**src/rtl/scd_pkg.sv**
```systemverilog
// Shared types, constants and the helper function of the schedule countdown display.
package scd_pkg;

   typedef logic [4:0]  hour_type;
   typedef logic [5:0]  minute_type;
   typedef logic [5:0]  second_type;
   typedef logic [10:0] bound_min_type;
   typedef logic [16:0] secs_type;
   typedef logic [1:0]  phase_type;

   typedef enum logic [1:0] {
      CSR_SHIFT_START,
      CSR_BREAK_START,
      CSR_BREAK_END,
      CSR_SHIFT_END
   } csr_reg_type;

   localparam int NUM_BOUNDS = 4;

   localparam secs_type SECS_PER_DAY  = 17'd86400;
   localparam secs_type SECS_PER_HOUR = 17'd3600;
   localparam secs_type SECS_PER_MIN  = 17'd60;

   // x / 60 == (x * MIN_RECIP) >> MIN_RECIP_SHIFT for every x below 3600
   localparam int MIN_RECIP       = 17477;
   localparam int MIN_RECIP_SHIFT = 20;

   // start of each whole hour, in seconds
   localparam secs_type HOUR_SECS [24] = '{
      17'd0,     17'd3600,  17'd7200,  17'd10800, 17'd14400, 17'd18000,
      17'd21600, 17'd25200, 17'd28800, 17'd32400, 17'd36000, 17'd39600,
      17'd43200, 17'd46800, 17'd50400, 17'd54000, 17'd57600, 17'd61200,
      17'd64800, 17'd68400, 17'd72000, 17'd75600, 17'd79200, 17'd82800
   };

   // sampled time plus the colon state taken at acceptance
   typedef struct packed {
      hour_type   hour_now;
      minute_type minute_now;
      second_type second_now;
      logic       colon;
   } sample_type;

   typedef struct packed {
      phase_type phase;
      secs_type  seconds_left;
      logic      colon;
   } count_type;

   typedef struct packed {
      logic [1:0] hour_tens;
      logic [3:0] hour_ones;
      logic [2:0] minute_tens;
      logic [3:0] minute_ones;
      logic       blank_leading;
      logic       show_dashes;
      logic       colon_on;
   } disp_type;

   typedef struct packed {
      logic [2:0] tens;
      logic [3:0] ones;
   } dec_type;

   // decimal split of a value below 60
   function automatic dec_type split_dec(input logic [5:0] v);
      dec_type d;
      if (v >= 6'd50) begin
         d.tens = 3'd5;
         d.ones = 4'(v - 6'd50);
      end else if (v >= 6'd40) begin
         d.tens = 3'd4;
         d.ones = 4'(v - 6'd40);
      end else if (v >= 6'd30) begin
         d.tens = 3'd3;
         d.ones = 4'(v - 6'd30);
      end else if (v >= 6'd20) begin
         d.tens = 3'd2;
         d.ones = 4'(v - 6'd20);
      end else if (v >= 6'd10) begin
         d.tens = 3'd1;
         d.ones = 4'(v - 6'd10);
      end else begin
         d.tens = 3'd0;
         d.ones = 4'(v);
      end
      return d;
   endfunction

endpackage

```
**src/rtl/scd_req_if.sv**
```systemverilog
// Input channel: one time-of-day sample per word.
interface scd_req_if;
   import scd_pkg::*;

   logic       valid;
   logic       ready;
   hour_type   hour_now;
   minute_type minute_now;
   second_type second_now;

   modport source (output valid, hour_now, minute_now, second_now, input ready);
   modport sink   (input valid, hour_now, minute_now, second_now, output ready);
endinterface

```
**src/rtl/scd_rsp_if.sv**
```systemverilog
// Result channel: phase, remaining time and display digits per word.
interface scd_rsp_if;
   import scd_pkg::*;

   logic       valid;
   logic       ready;
   phase_type  phase;
   secs_type   seconds_left;
   logic [1:0] hour_tens;
   logic [3:0] hour_ones;
   logic [2:0] minute_tens;
   logic [3:0] minute_ones;
   logic       blank_leading;
   logic       show_dashes;
   logic       colon_on;

   modport source (output valid, phase, seconds_left, hour_tens, hour_ones, minute_tens,
                   minute_ones, blank_leading, show_dashes, colon_on, input ready);
   modport sink   (input valid, phase, seconds_left, hour_tens, hour_ones, minute_tens,
                   minute_ones, blank_leading, show_dashes, colon_on, output ready);
endinterface

```
**src/rtl/scd_phase.sv**
```systemverilog
// Phase lookup: time of day against the four schedule boundaries.
module scd_phase (
   input  scd_pkg::sample_type smp,
   input  scd_pkg::secs_type   bound_sec [scd_pkg::NUM_BOUNDS],
   output scd_pkg::count_type  cnt
);
   import scd_pkg::*;

   secs_type  tod;
   phase_type ph;

   always_comb begin
      tod = 17'(smp.hour_now) * SECS_PER_HOUR + 17'(smp.minute_now) * SECS_PER_MIN
          + 17'(smp.second_now);
      ph = '0;
      // later phases override earlier ones
      for (int k = 1; k < NUM_BOUNDS; k++) begin
         if (tod >= bound_sec[k-1] && tod < bound_sec[k]) begin
            ph = 2'(k);
         end
      end
      cnt.phase        = ph;
      cnt.seconds_left = (ph != '0) ? bound_sec[ph] - tod : '0;
      cnt.colon        = smp.colon;
   end

endmodule

```
**src/rtl/scd_digits.sv**
```systemverilog
// Remaining time to hour/minute digits and display flags.
module scd_digits (
   input  scd_pkg::count_type cnt,
   output scd_pkg::disp_type  disp
);
   import scd_pkg::*;

   secs_type    rem;
   logic [22:0] over;
   logic [4:0]  hrs;
   logic [11:0] sub;
   logic [26:0] prod;
   logic [5:0]  mins;
   dec_type     hdec;
   dec_type     mdec;

   always_comb begin
      // remainder never reaches two days, one subtract suffices
      rem = (cnt.seconds_left >= SECS_PER_DAY) ? cnt.seconds_left - SECS_PER_DAY
                                                : cnt.seconds_left;
      for (int k = 1; k < 24; k++) begin
         over[k-1] = (rem >= HOUR_SECS[k]);
      end
      hrs  = 5'($countones(over));
      sub  = 12'(rem - HOUR_SECS[hrs]);
      prod = 27'(sub) * 27'(MIN_RECIP);
      mins = prod[MIN_RECIP_SHIFT +: 6];
      hdec = split_dec({1'b0, hrs});
      mdec = split_dec(mins);

      disp = '0;
      if (cnt.seconds_left != '0) begin
         disp.hour_tens     = 2'(hdec.tens);
         disp.hour_ones     = hdec.ones;
         disp.minute_tens   = mdec.tens;
         disp.minute_ones   = mdec.ones;
         disp.blank_leading = (hrs < 5'd10);
         disp.colon_on      = cnt.colon;
      end else begin
         disp.show_dashes = 1'b1;
      end
   end

endmodule

```
**src/rtl/schedule_countdown_display.sv**
```systemverilog
// Top level of the schedule countdown display.
//
// req_chan carries one time-of-day sample per word (hour, minute, second).
// rsp_chan returns one word per sample, in order: the schedule phase, the
// seconds left to the end of that phase, the same time as hour and minute
// digits, and the display flags (leading blank, dashes, colon).
// csr_we/csr_index/csr_wdata write the four boundary minutes; each is kept
// as seconds of the day. Write them only while no word is in flight.
//
// Three register stages: sample register, phase/count register, result
// register. An accepted word moves from the sample register through the
// phase/count register into the result register, which drives rsp_chan
// valid; while rsp_chan does not stall, one word per cycle is sustained.
// The colon flag flips on every accepted word.
// When rsp_chan stalls, words pile into the empty stages behind it; req_chan
// ready drops only once all three stages hold a word.
// Synchronous reset empties the pipe, clears the boundaries to minute zero
// and the colon to off.
module schedule_countdown_display (
   input  logic                 clock,
   input  logic                 reset,
   scd_req_if.sink              req_chan,
   scd_rsp_if.source            rsp_chan,
   input  logic                 csr_we,
   input  scd_pkg::csr_reg_type csr_index,
   input  scd_pkg::bound_min_type csr_wdata
);
   import scd_pkg::*;

   // boundary registers, in seconds of the day
   secs_type   bound_sec_ff [NUM_BOUNDS];
   secs_type   bound_wr;

   // pipeline control
   logic       s1_valid_ff, s1_valid_in;
   logic       s2_valid_ff, s2_valid_in;
   logic       s3_valid_ff, s3_valid_in;
   logic       load1, load2, load3;
   logic       accept;

   logic       colon_ff, colon_in;

   // payload
   sample_type smp_ff, smp_in;
   count_type  cnt_ff;
   count_type  cnt_in;
   disp_type   disp_in;
   disp_type   disp_ff;

   // each stage moves when the one after it can take a word
   assign load3  = !s3_valid_ff || rsp_chan.ready;
   assign load2  = !s2_valid_ff || load3;
   assign load1  = !s1_valid_ff || load2;
   assign accept = req_chan.valid && load1;

   assign req_chan.ready = load1;

   always_comb begin
      s1_valid_in = load1 ? req_chan.valid : s1_valid_ff;
      s2_valid_in = load2 ? s1_valid_ff    : s2_valid_ff;
      s3_valid_in = load3 ? s2_valid_ff    : s3_valid_ff;
      colon_in    = accept ? !colon_ff : colon_ff;

      smp_in.hour_now   = req_chan.hour_now;
      smp_in.minute_now = req_chan.minute_now;
      smp_in.second_now = req_chan.second_now;
      smp_in.colon      = !colon_ff;   // colon state after this word's toggle
   end

   always_ff @(posedge clock) begin
      if (reset) begin
         s1_valid_ff <= 1'b0;
         s2_valid_ff <= 1'b0;
         s3_valid_ff <= 1'b0;
         colon_ff    <= 1'b0;
      end else begin
         s1_valid_ff <= s1_valid_in;
         s2_valid_ff <= s2_valid_in;
         s3_valid_ff <= s3_valid_in;
         colon_ff    <= colon_in;
      end
   end

   always_ff @(posedge clock) begin
      if (load1) begin
         smp_ff <= smp_in;
      end
      if (load2) begin
         cnt_ff <= cnt_in;
      end
      if (load3) begin
         disp_ff <= disp_in;
      end
   end

   // boundary writes, minutes scaled to seconds on the way in
   assign bound_wr = 17'(csr_wdata) * SECS_PER_MIN;

   always_ff @(posedge clock) begin
      if (reset) begin
         for (int k = 0; k < NUM_BOUNDS; k++) begin
            bound_sec_ff[k] <= '0;
         end
      end else if (csr_we) begin
         case (csr_index)
            CSR_SHIFT_START: bound_sec_ff[0] <= bound_wr;
            CSR_BREAK_START: bound_sec_ff[1] <= bound_wr;
            CSR_BREAK_END:   bound_sec_ff[2] <= bound_wr;
            CSR_SHIFT_END:   bound_sec_ff[3] <= bound_wr;
            default: ;
         endcase
      end
   end

   scd_phase u_phase (
      .smp       (smp_ff),
      .bound_sec (bound_sec_ff),
      .cnt       (cnt_in)
   );

   scd_digits u_digits (
      .cnt  (cnt_ff),
      .disp (disp_in)
   );

   // stage-three copy of phase and count rides alongside the digits
   phase_type phase_ff;
   secs_type  left_ff;

   always_ff @(posedge clock) begin
      if (load3) begin
         phase_ff <= cnt_ff.phase;
         left_ff  <= cnt_ff.seconds_left;
      end
   end

   assign rsp_chan.valid         = s3_valid_ff;
   assign rsp_chan.phase         = phase_ff;
   assign rsp_chan.seconds_left  = left_ff;
   assign rsp_chan.hour_tens     = disp_ff.hour_tens;
   assign rsp_chan.hour_ones     = disp_ff.hour_ones;
   assign rsp_chan.minute_tens   = disp_ff.minute_tens;
   assign rsp_chan.minute_ones   = disp_ff.minute_ones;
   assign rsp_chan.blank_leading = disp_ff.blank_leading;
   assign rsp_chan.show_dashes   = disp_ff.show_dashes;
   assign rsp_chan.colon_on      = disp_ff.colon_on;

   // dashes exactly when nothing is left, and then no digits and no colon
   a_dash_blank: assert property (@(posedge clock) disable iff (reset)
      rsp_chan.valid && rsp_chan.show_dashes |->
         rsp_chan.seconds_left == '0 && rsp_chan.hour_tens == '0 &&
         rsp_chan.hour_ones == '0 && rsp_chan.minute_tens == '0 &&
         rsp_chan.minute_ones == '0 && !rsp_chan.colon_on && !rsp_chan.blank_leading)
      else $error("dash word carries digits");

   a_dash_when_zero: assert property (@(posedge clock) disable iff (reset)
      rsp_chan.valid && rsp_chan.seconds_left == '0 |-> rsp_chan.show_dashes)
      else $error("zero count without dashes");

   a_no_phase_no_count: assert property (@(posedge clock) disable iff (reset)
      rsp_chan.valid && rsp_chan.phase == '0 |-> rsp_chan.seconds_left == '0)
      else $error("count outside all phases");

   a_colon_toggle: assert property (@(posedge clock) disable iff (reset)
      accept && !reset |=> colon_ff != $past(colon_ff))
      else $error("colon did not flip on accepted word");

endmodule

```
**src/flat_wrapper.sv**
```systemverilog
// flat-port wrapper written by rule: the top's interface ports become plain ports
module schedule_countdown_display_flat import scd_pkg::*;
  (clock, reset, csr_we, csr_index, csr_wdata, req_chan_valid, req_chan_hour_now, req_chan_minute_now, req_chan_second_now, req_chan_ready, rsp_chan_valid, rsp_chan_phase, rsp_chan_seconds_left, rsp_chan_hour_tens, rsp_chan_hour_ones, rsp_chan_minute_tens, rsp_chan_minute_ones, rsp_chan_blank_leading, rsp_chan_show_dashes, rsp_chan_colon_on, rsp_chan_ready);
  scd_req_if req_chan_i ();
  scd_rsp_if rsp_chan_i ();
  input  logic clock;
  input  logic reset;
  input  logic csr_we;
  input  scd_pkg::csr_reg_type csr_index;
  input  scd_pkg::bound_min_type csr_wdata;
  input wire logic [$bits(req_chan_i.valid)-1:0] req_chan_valid;
  input wire logic [$bits(req_chan_i.hour_now)-1:0] req_chan_hour_now;
  input wire logic [$bits(req_chan_i.minute_now)-1:0] req_chan_minute_now;
  input wire logic [$bits(req_chan_i.second_now)-1:0] req_chan_second_now;
  output wire logic [$bits(req_chan_i.ready)-1:0] req_chan_ready;
  output wire logic [$bits(rsp_chan_i.valid)-1:0] rsp_chan_valid;
  output wire logic [$bits(rsp_chan_i.phase)-1:0] rsp_chan_phase;
  output wire logic [$bits(rsp_chan_i.seconds_left)-1:0] rsp_chan_seconds_left;
  output wire logic [$bits(rsp_chan_i.hour_tens)-1:0] rsp_chan_hour_tens;
  output wire logic [$bits(rsp_chan_i.hour_ones)-1:0] rsp_chan_hour_ones;
  output wire logic [$bits(rsp_chan_i.minute_tens)-1:0] rsp_chan_minute_tens;
  output wire logic [$bits(rsp_chan_i.minute_ones)-1:0] rsp_chan_minute_ones;
  output wire logic [$bits(rsp_chan_i.blank_leading)-1:0] rsp_chan_blank_leading;
  output wire logic [$bits(rsp_chan_i.show_dashes)-1:0] rsp_chan_show_dashes;
  output wire logic [$bits(rsp_chan_i.colon_on)-1:0] rsp_chan_colon_on;
  input wire logic [$bits(rsp_chan_i.ready)-1:0] rsp_chan_ready;
  assign req_chan_i.valid = req_chan_valid;
  assign req_chan_i.hour_now = req_chan_hour_now;
  assign req_chan_i.minute_now = req_chan_minute_now;
  assign req_chan_i.second_now = req_chan_second_now;
  assign req_chan_ready = req_chan_i.ready;
  assign rsp_chan_valid = rsp_chan_i.valid;
  assign rsp_chan_phase = rsp_chan_i.phase;
  assign rsp_chan_seconds_left = rsp_chan_i.seconds_left;
  assign rsp_chan_hour_tens = rsp_chan_i.hour_tens;
  assign rsp_chan_hour_ones = rsp_chan_i.hour_ones;
  assign rsp_chan_minute_tens = rsp_chan_i.minute_tens;
  assign rsp_chan_minute_ones = rsp_chan_i.minute_ones;
  assign rsp_chan_blank_leading = rsp_chan_i.blank_leading;
  assign rsp_chan_show_dashes = rsp_chan_i.show_dashes;
  assign rsp_chan_colon_on = rsp_chan_i.colon_on;
  assign rsp_chan_i.ready = rsp_chan_ready;
  schedule_countdown_display u_core (.clock(clock), .reset(reset), .req_chan(req_chan_i), .rsp_chan(rsp_chan_i), .csr_we(csr_we), .csr_index(csr_index), .csr_wdata(csr_wdata));
endmodule
```
**config.mk**
```make
export PLATFORM = sky130hd
export DESIGN_NAME = schedule_countdown_display_flat
export DESIGN_NICKNAME = d
export VERILOG_FILES = /design/src/rtl/scd_pkg.sv /design/src/rtl/scd_req_if.sv /design/src/rtl/scd_rsp_if.sv /design/src/rtl/scd_phase.sv /design/src/rtl/scd_digits.sv /design/src/rtl/schedule_countdown_display.sv /design/src/flat_wrapper.sv
export SDC_FILE = /design/constraint.sdc
export NUM_CORES = 1
export LEC_CHECK = 0
export BUFFER_PORTS_ARGS = -buffer_cell sky130_fd_sc_hd__buf_2
export CAP_MARGIN = 5
export CORE_ASPECT_RATIO = 0.9
export CORE_UTILIZATION = 40
export DETAILED_ROUTE_END_ITERATION = 16
export MAX_ROUTING_LAYER = met4
export PLACE_DENSITY = 0.52
export SLEW_MARGIN = 20
export SYNTH_ARGS = -nofsm -noshare
export SYNTH_HDL_FRONTEND = slang
export SYNTH_HIERARCHICAL = 1
export SYNTH_SLANG_ARGS = --single-unit
export TNS_END_PERCENT = 50
```
**constraint.sdc**
```tcl
create_clock -name clock -period 24.2 [get_ports clock]
set_input_delay 3.63 -clock clock [delete_from_list [all_inputs] [get_ports clock]]
set_output_delay 3.63 -clock clock [all_outputs]
set_load 0.02 [all_outputs]
```
Word level (Yosys, flattened, before mapping). Memory sizes are Yosys's and may differ from the RTL's. Index checks and enable logic that the tools add are counted.

Multiply operators: 4. Reduce and logical (&&, ||, !) cells: 20. Bitwise operators: 3. $add $sub $neg: 37. Mux-type cells: 20. Equality and inequality tests: 3. Order comparisons: 43.

Operator list (count): $ge A17 B16 Y1 const B (9); $ge A17 B17 Y1 const B (6); $ge A17 B15 Y1 const B (5); $ge A17 B17 Y1 (3); $lt A17 B17 Y1 (3); $mux W17 (3); $bmux W17 S2 (1); $ge A17 B14 Y1 const B (2); $mul A12 B15 Y26 const B (1); $mux W12 (2); $mux W6 (4); $sub A4 B4 Y4 const B (6); $add A1 B1 Y2 (11); $mux W5 (4); $ge A6 B6 Y1 const B (3); $add A17 B12 Y17 (1); $add A17 B6 Y17 (1); $ge A17 B12 Y1 const B (1); $ge A17 B13 Y1 const B (1); $reduce_bool A17 Y1 (1); $sub A17 B17 Y17 (1); $sub A17 B17 Y17 const B (1); $add A2 B2 Y3 (5); $mul A11 B4 Y15 const B (1); other kinds (31) (54).

ROM bits: 544. Word-level logic and storage cells: 157. Bits of input ports: 35. Output and inout port bits: 37. Memories: 1. Register bits: 137.

Memories: (no name shown) (depth 32, bits a word 17, rd ports 1, clocked after Yosys merged registers in 0, write ports 0, line scd_digits.sv:25) `sub = 12'(rem - HOUR_SECS[hrs]);`.

Depth between registers and ports, before layout.
Depth after elaboration: 20. Depth in mapped cells: 54.

Hierarchy. Netlist, hierarchy kept.

Modules (own cells, without submodules): schedule_countdown_display (area each 6059.6 um2, instances 1, cells an instance 520); scd_phase (area each 4635.7 um2, instances 1, cells an instance 638); scd_digits (area each 3986.3 um2, instances 1, cells an instance 530).

Least setup slack after synthesis. No wires, ideal clock.

Path kind: flip-flop to flip-flop. Start: reg u_core/cnt_ff[8] (netlist bit). End: reg u_core.disp_ff (netlist bit u_core/rsp_chan.minute_ones[2]), data pin. Cell stages (with the launch flop): 47. Setup slack: 11.854 ns. Required time: 24.030 ns. Period minus slack after synthesis: 12.346 ns. Buffers on the path: 0. Setup time: 0.170 ns. Arrival time: 12.176 ns. Cells stage by stage: edfxtp_1 ha_1 nand2b_1 a21boi_1 mux2i_1 inv_2 nor2_1 nand3_1 a2111o_1 fa_1 fa_1 fa_1 fa_1 fa_1 fa_1 inv_1 fa_1 xnor2_1 (+11 left out) inv_1 fa_1 inv_1 fa_1 inv_1 ha_1 nand2_1 nor2_1 a32o_1 a311o_1 xor2_1 ha_1 nand2_1 mux2i_1 o31ai_1 a21o_1 a211o_1 a311oi_2.

Cells in the longest elaborated chain, start to end: 20.

Ends and longest elaborated chain: start: declaration (line schedule_countdown_display.sv:45) `count_type cnt_ff;`; start signal: assignment (line schedule_countdown_display.sv:89) `cnt_ff <= cnt_in;`; $sub A17 B17 Y17 or $ge A17 B17 Y1 (tied branches) (line scd_digits.sv:19) `rem = (cnt.seconds_left >= SECS_PER_DAY) ? cnt.seconds_left - SECS_PER_DAY`; $mux W17 (line scd_digits.sv:19); $ge A17 B12 Y1 (tied with other cells) (line scd_digits.sv:22) `over[k-1] = (rem >= HOUR_SECS[k]);`; $add A1 B1 Y2 (implied by the code) (line scd_digits.sv:24) `hrs = 5'($countones(over));`; $add A2 B2 Y3 (implied by the code) (line scd_digits.sv:24); $add A3 B3 Y4 (implied by the code) (line scd_digits.sv:24); $add A4 B4 Y5 (implied by the code) (line scd_digits.sv:24); $add A5 B4 Y5 (implied by the code) (line scd_digits.sv:24); (+4 left out); $sub A12 B12 Y12 (line scd_digits.sv:25); $mul A12 B15 Y26 (line scd_digits.sv:26) `prod = 27'(sub) * 27'(MIN_RECIP);`; $ge A6 B4 Y1 or $sub A4 B4 Y4 (tied branches) (line scd_pkg.sv:80, scd_pkg.sv:82); $mux W5 (line scd_pkg.sv:80) `end else if (v >= 6'd10) begin`; $mux W6 (line scd_pkg.sv:77) `end else if (v >= 6'd20) begin`; $mux W6 (line scd_pkg.sv:74) `end else if (v >= 6'd30) begin`; $mux W7 (line scd_pkg.sv:71) `end else if (v >= 6'd40) begin`; $mux W7 (line scd_pkg.sv:68) `if (v >= 6'd50) begin`; end signal: assignment (line schedule_countdown_display.sv:92) `disp_ff <= disp_in;`; end: declaration (line schedule_countdown_display.sv:48) `disp_type disp_ff;`.

Several ways; a longest one is shown, not always the timed one. The select of a mux whose other input is x is not followed. A chain may end at the register's enable or synchronous reset.

Worst setup path in the final report.
Start: reg u_core/cnt_ff[10] (netlist bit). End: reg u_core.disp_ff (netlist bit u_core/rsp_chan.minute_ones[2]), data pin.

Same word-level chain as after synthesis.

==> out/metrics.cfg <==
[setup_path]
cp-end-kind = register
critPathArrivalTime_ns = 14.33
rr_worst_depth = 45
cpMostUsedCell = fa_1
regToRegSetupSlack_ns = 10.13
cpMaxStageDelayCell = xor2_1
cp.required_ns = 24.47
path_max_fanout = 12
start_kind = register
r2r_end = u_core/rsp_chan.minute_ones[2]$_DFFE_PP_
crit_type = register to register
slowest_delay_ns = 0.67
timing.rr.start = u_core/cnt_ff[10]$_DFFE_PP_

[timing]
period_needed_ns = 14.07
setup_viol = 0
fin_crit_sh_pct = 58.1
fin_tns_setup_ns = 0
grt_setup_unrepaired = no
holdWs_ns = 0.411
drv_slew = 0
skew_ns = 0.00956
tightest_slew_ns = 1.10
max_freq_mhz = 71.1
slew-limit-headroom_pct = 26.7
timing_hold_violations_final = 0

[min_path]
hold_start = u_core/cnt_ff[18]$_DFFE_PP_
hold_end = u_core/rsp_chan.phase[0]$_DFFE_PP_
hp-class = register to register
hold_depth = 0

[placed_design]
placed_area_um2 = 15400
portBuffers = 71
gp_congestion = 0.898
hpwl_um = 29000

[finish]
stdcell_area_um2 = 16000
nFillCells = 3637
drive_gt1_share_pct = 8.71
final_nets = 2072
areaGrowthSynthToFinish_pct = 9.08
diodes = 0
post-route-util_pct = 44.3

[clocking]
cts_buffers = 17
htreeDepth = 4
cts_resized = 0
cts_hold_buf = 0
cts.path.max_buffers = 2
cts_sinks = 137
cts_tree = yes
root_buffer = clkbuf_16
clk_latency_ns = 0.44
cts_setup_buffers = 0
clk_pin_slew_ns = 0.07

[global_route]
grt_max_degree = 83
gr-total-overflow = 0
grt_pass1_wl_um = 59000
groute.usage.overall_pct = 20.4
antenna_found_initial = 0
grt_pass1_vias = 11400

[synthesis]
synthFlopType = edfxtp_1
yosysSeqAreaShare_pct = 23.7
netlist_area_um2 = 14700
async_flop_share_pct = 0
ys_ff_latch = 137
synthCells = 1688
synth_cell_types = 97
synth_edf_count = 73
ys_warn_count = 6
avgSynthCellArea_um2 = 8.70

[routing]
num_vias = 12000
via_per_inst = 5.35
drc_errors = 0
finalWirelength_um = 36400
ant_nets = 0
wl_per_cell_um = 16.3
drtPass1Iterations = 7
drt_iter0_markers = 653

[job]
drv_cap = 0

[floorplanning]
fp.dieW_um = 204
fp.dieH_um = 184
coreArea_um2 = 36200
start_util_pct = 40.6
io_pins = 72
rows = 66
dieArea_um2 = 37500

[status]
status = finished clean

## critical path: cells and delay by family, from the launching register on
kind,cells,cell delay (ns)
AOI/OAI and AO/OA,11,3.41
xor gates and xnor gates,4,1.87
muxes,1,0.21
and+or+nand+nor,7,1.36
buffers and inverters,8,0.85
DFF,1,0.50
adders and majority gates,14,5.68
## Yosys cell counts, types with 19 or more instances
cell / count / area share, %
nor2_1: 125 / 3.2
nand3b_1: 20 / 1.0
a31oi_1: 34 / 1.4
a21o_1: 24 / 1.2
a211oi_1: 19 / 0.97
fa_1: 68 / 9.3
a21oi_1: 144 / 4.9
ha_1: 225 / 19
xor2_1: 22 / 1.3
inv_1: 249 / 6.4
edfxtp_1: 73 / 15
nor3_1: 34 / 1.2
o21ai_0: 64 / 2.2
clkbuf_1: 27 / 0.69
nand3_1: 39 / 1.3
nand2_1: 123 / 3.1
xnor2_1: 43 / 2.6
dfxtp_1: 64 / 8.7
## state kept, by name, summed over array words and instances (netlist names), 2 cells and up
register and cells:
u_core/rsp_chan.phase 2, u_core/rsp_chan.minute_ones 4, u_core/smp_ff 18, u_core/bound_sec_ff 60
u_core/rsp_chan.hour_tens 2, u_core/cnt_ff 20, u_core/rsp_chan.minute_tens 3, u_core/rsp_chan.hour_ones 4
u_core/rsp_chan.seconds_left 17
## how the worst max path moves through the flow
stage                                            from                                  endpoint  cells after the start
after floorplan            u_core/cnt_ff[8]$_DFFE_PP_  u_core/rsp_chan.minute_ones[2]$_DFFE_PP_                     46
after global placement    u_core/cnt_ff[10]$_DFFE_PP_  u_core/rsp_chan.minute_ones[2]$_DFFE_PP_                     45
after detailed placement  u_core/cnt_ff[10]$_DFFE_PP_  u_core/rsp_chan.minute_ones[2]$_DFFE_PP_                     45
after CTS                 u_core/cnt_ff[10]$_DFFE_PP_  u_core/rsp_chan.minute_ones[2]$_DFFE_PP_                     45
after global routing      u_core/cnt_ff[10]$_DFFE_PP_  u_core/rsp_chan.minute_ones[2]$_DFFE_PP_                     45
final                     u_core/cnt_ff[10]$_DFFE_PP_  u_core/rsp_chan.minute_ones[2]$_DFFE_PP_                     45
## layer usage
layer	up-vias	wire length, um	track usage [%]
li1	6049	-	-
met1	5658	17400	26.5
met2	206	17200	33.2
met3	37	1100	2.68
met4	0	635	5.64
met5	-	0	-
## cells in the final DEF, fill, tap and decap left out, drive strengths merged, types with 17 or more instances in the layout
cell and instances:
nand2b 17, ha 225, inv 260, xnor2 44, nor3 37, a31oi 34, fa 68, dfxtp 64
nor2 127, nand3 39, a21oi 145, a211oi 19, xor2 22, a21o 25, o21ai 71, buf 78
nand3b 20, clkbuf 17, edfxtp 73, a221oi 17, nand2 124
## cells by family after synthesis
| group | count (synthesis) | share of synthesized area, % |
|---|---|---|
| simple gates | 450 | 15.0 |
| other cells | 1 | 0.0255 |
| buf+inv | 307 | 8.57 |
| flops | 137 | 23.7 |
| compound gates | 427 | 19.8 |
| xor+xnor | 66 | 3.99 |
| mux | 6 | 0.426 |
| fa+ha+maj | 294 | 28.5 |
## cell type report
type | count | area (um^2) | share of cell area [%]
Multi-Input combinational cell | 1257 | 10000 | 62.4
Inverter | 253 | 950 | 5.93
Clock buffer | 17 | 425 | 2.66
Tap cell | 476 | 596 | 3.72
Clock inverter | 15 | 164 | 1.02
Sequential cell | 137 | 3470 | 21.7
Timing Repair Buffer | 78 | 408 | 2.55
## per-stage QoR
step	std cells	worst slack [ns]
after CTS	2233	10.21
after detailed placement	2201	10.25
final	2233	10.13
after global routing	2233	9.15
after global placement	2201	10.65
after floorplan	1701	11.85
Power is not shown: default switching activity piles up to over one toggle a cycle in this logic, so the estimate is an artifact.
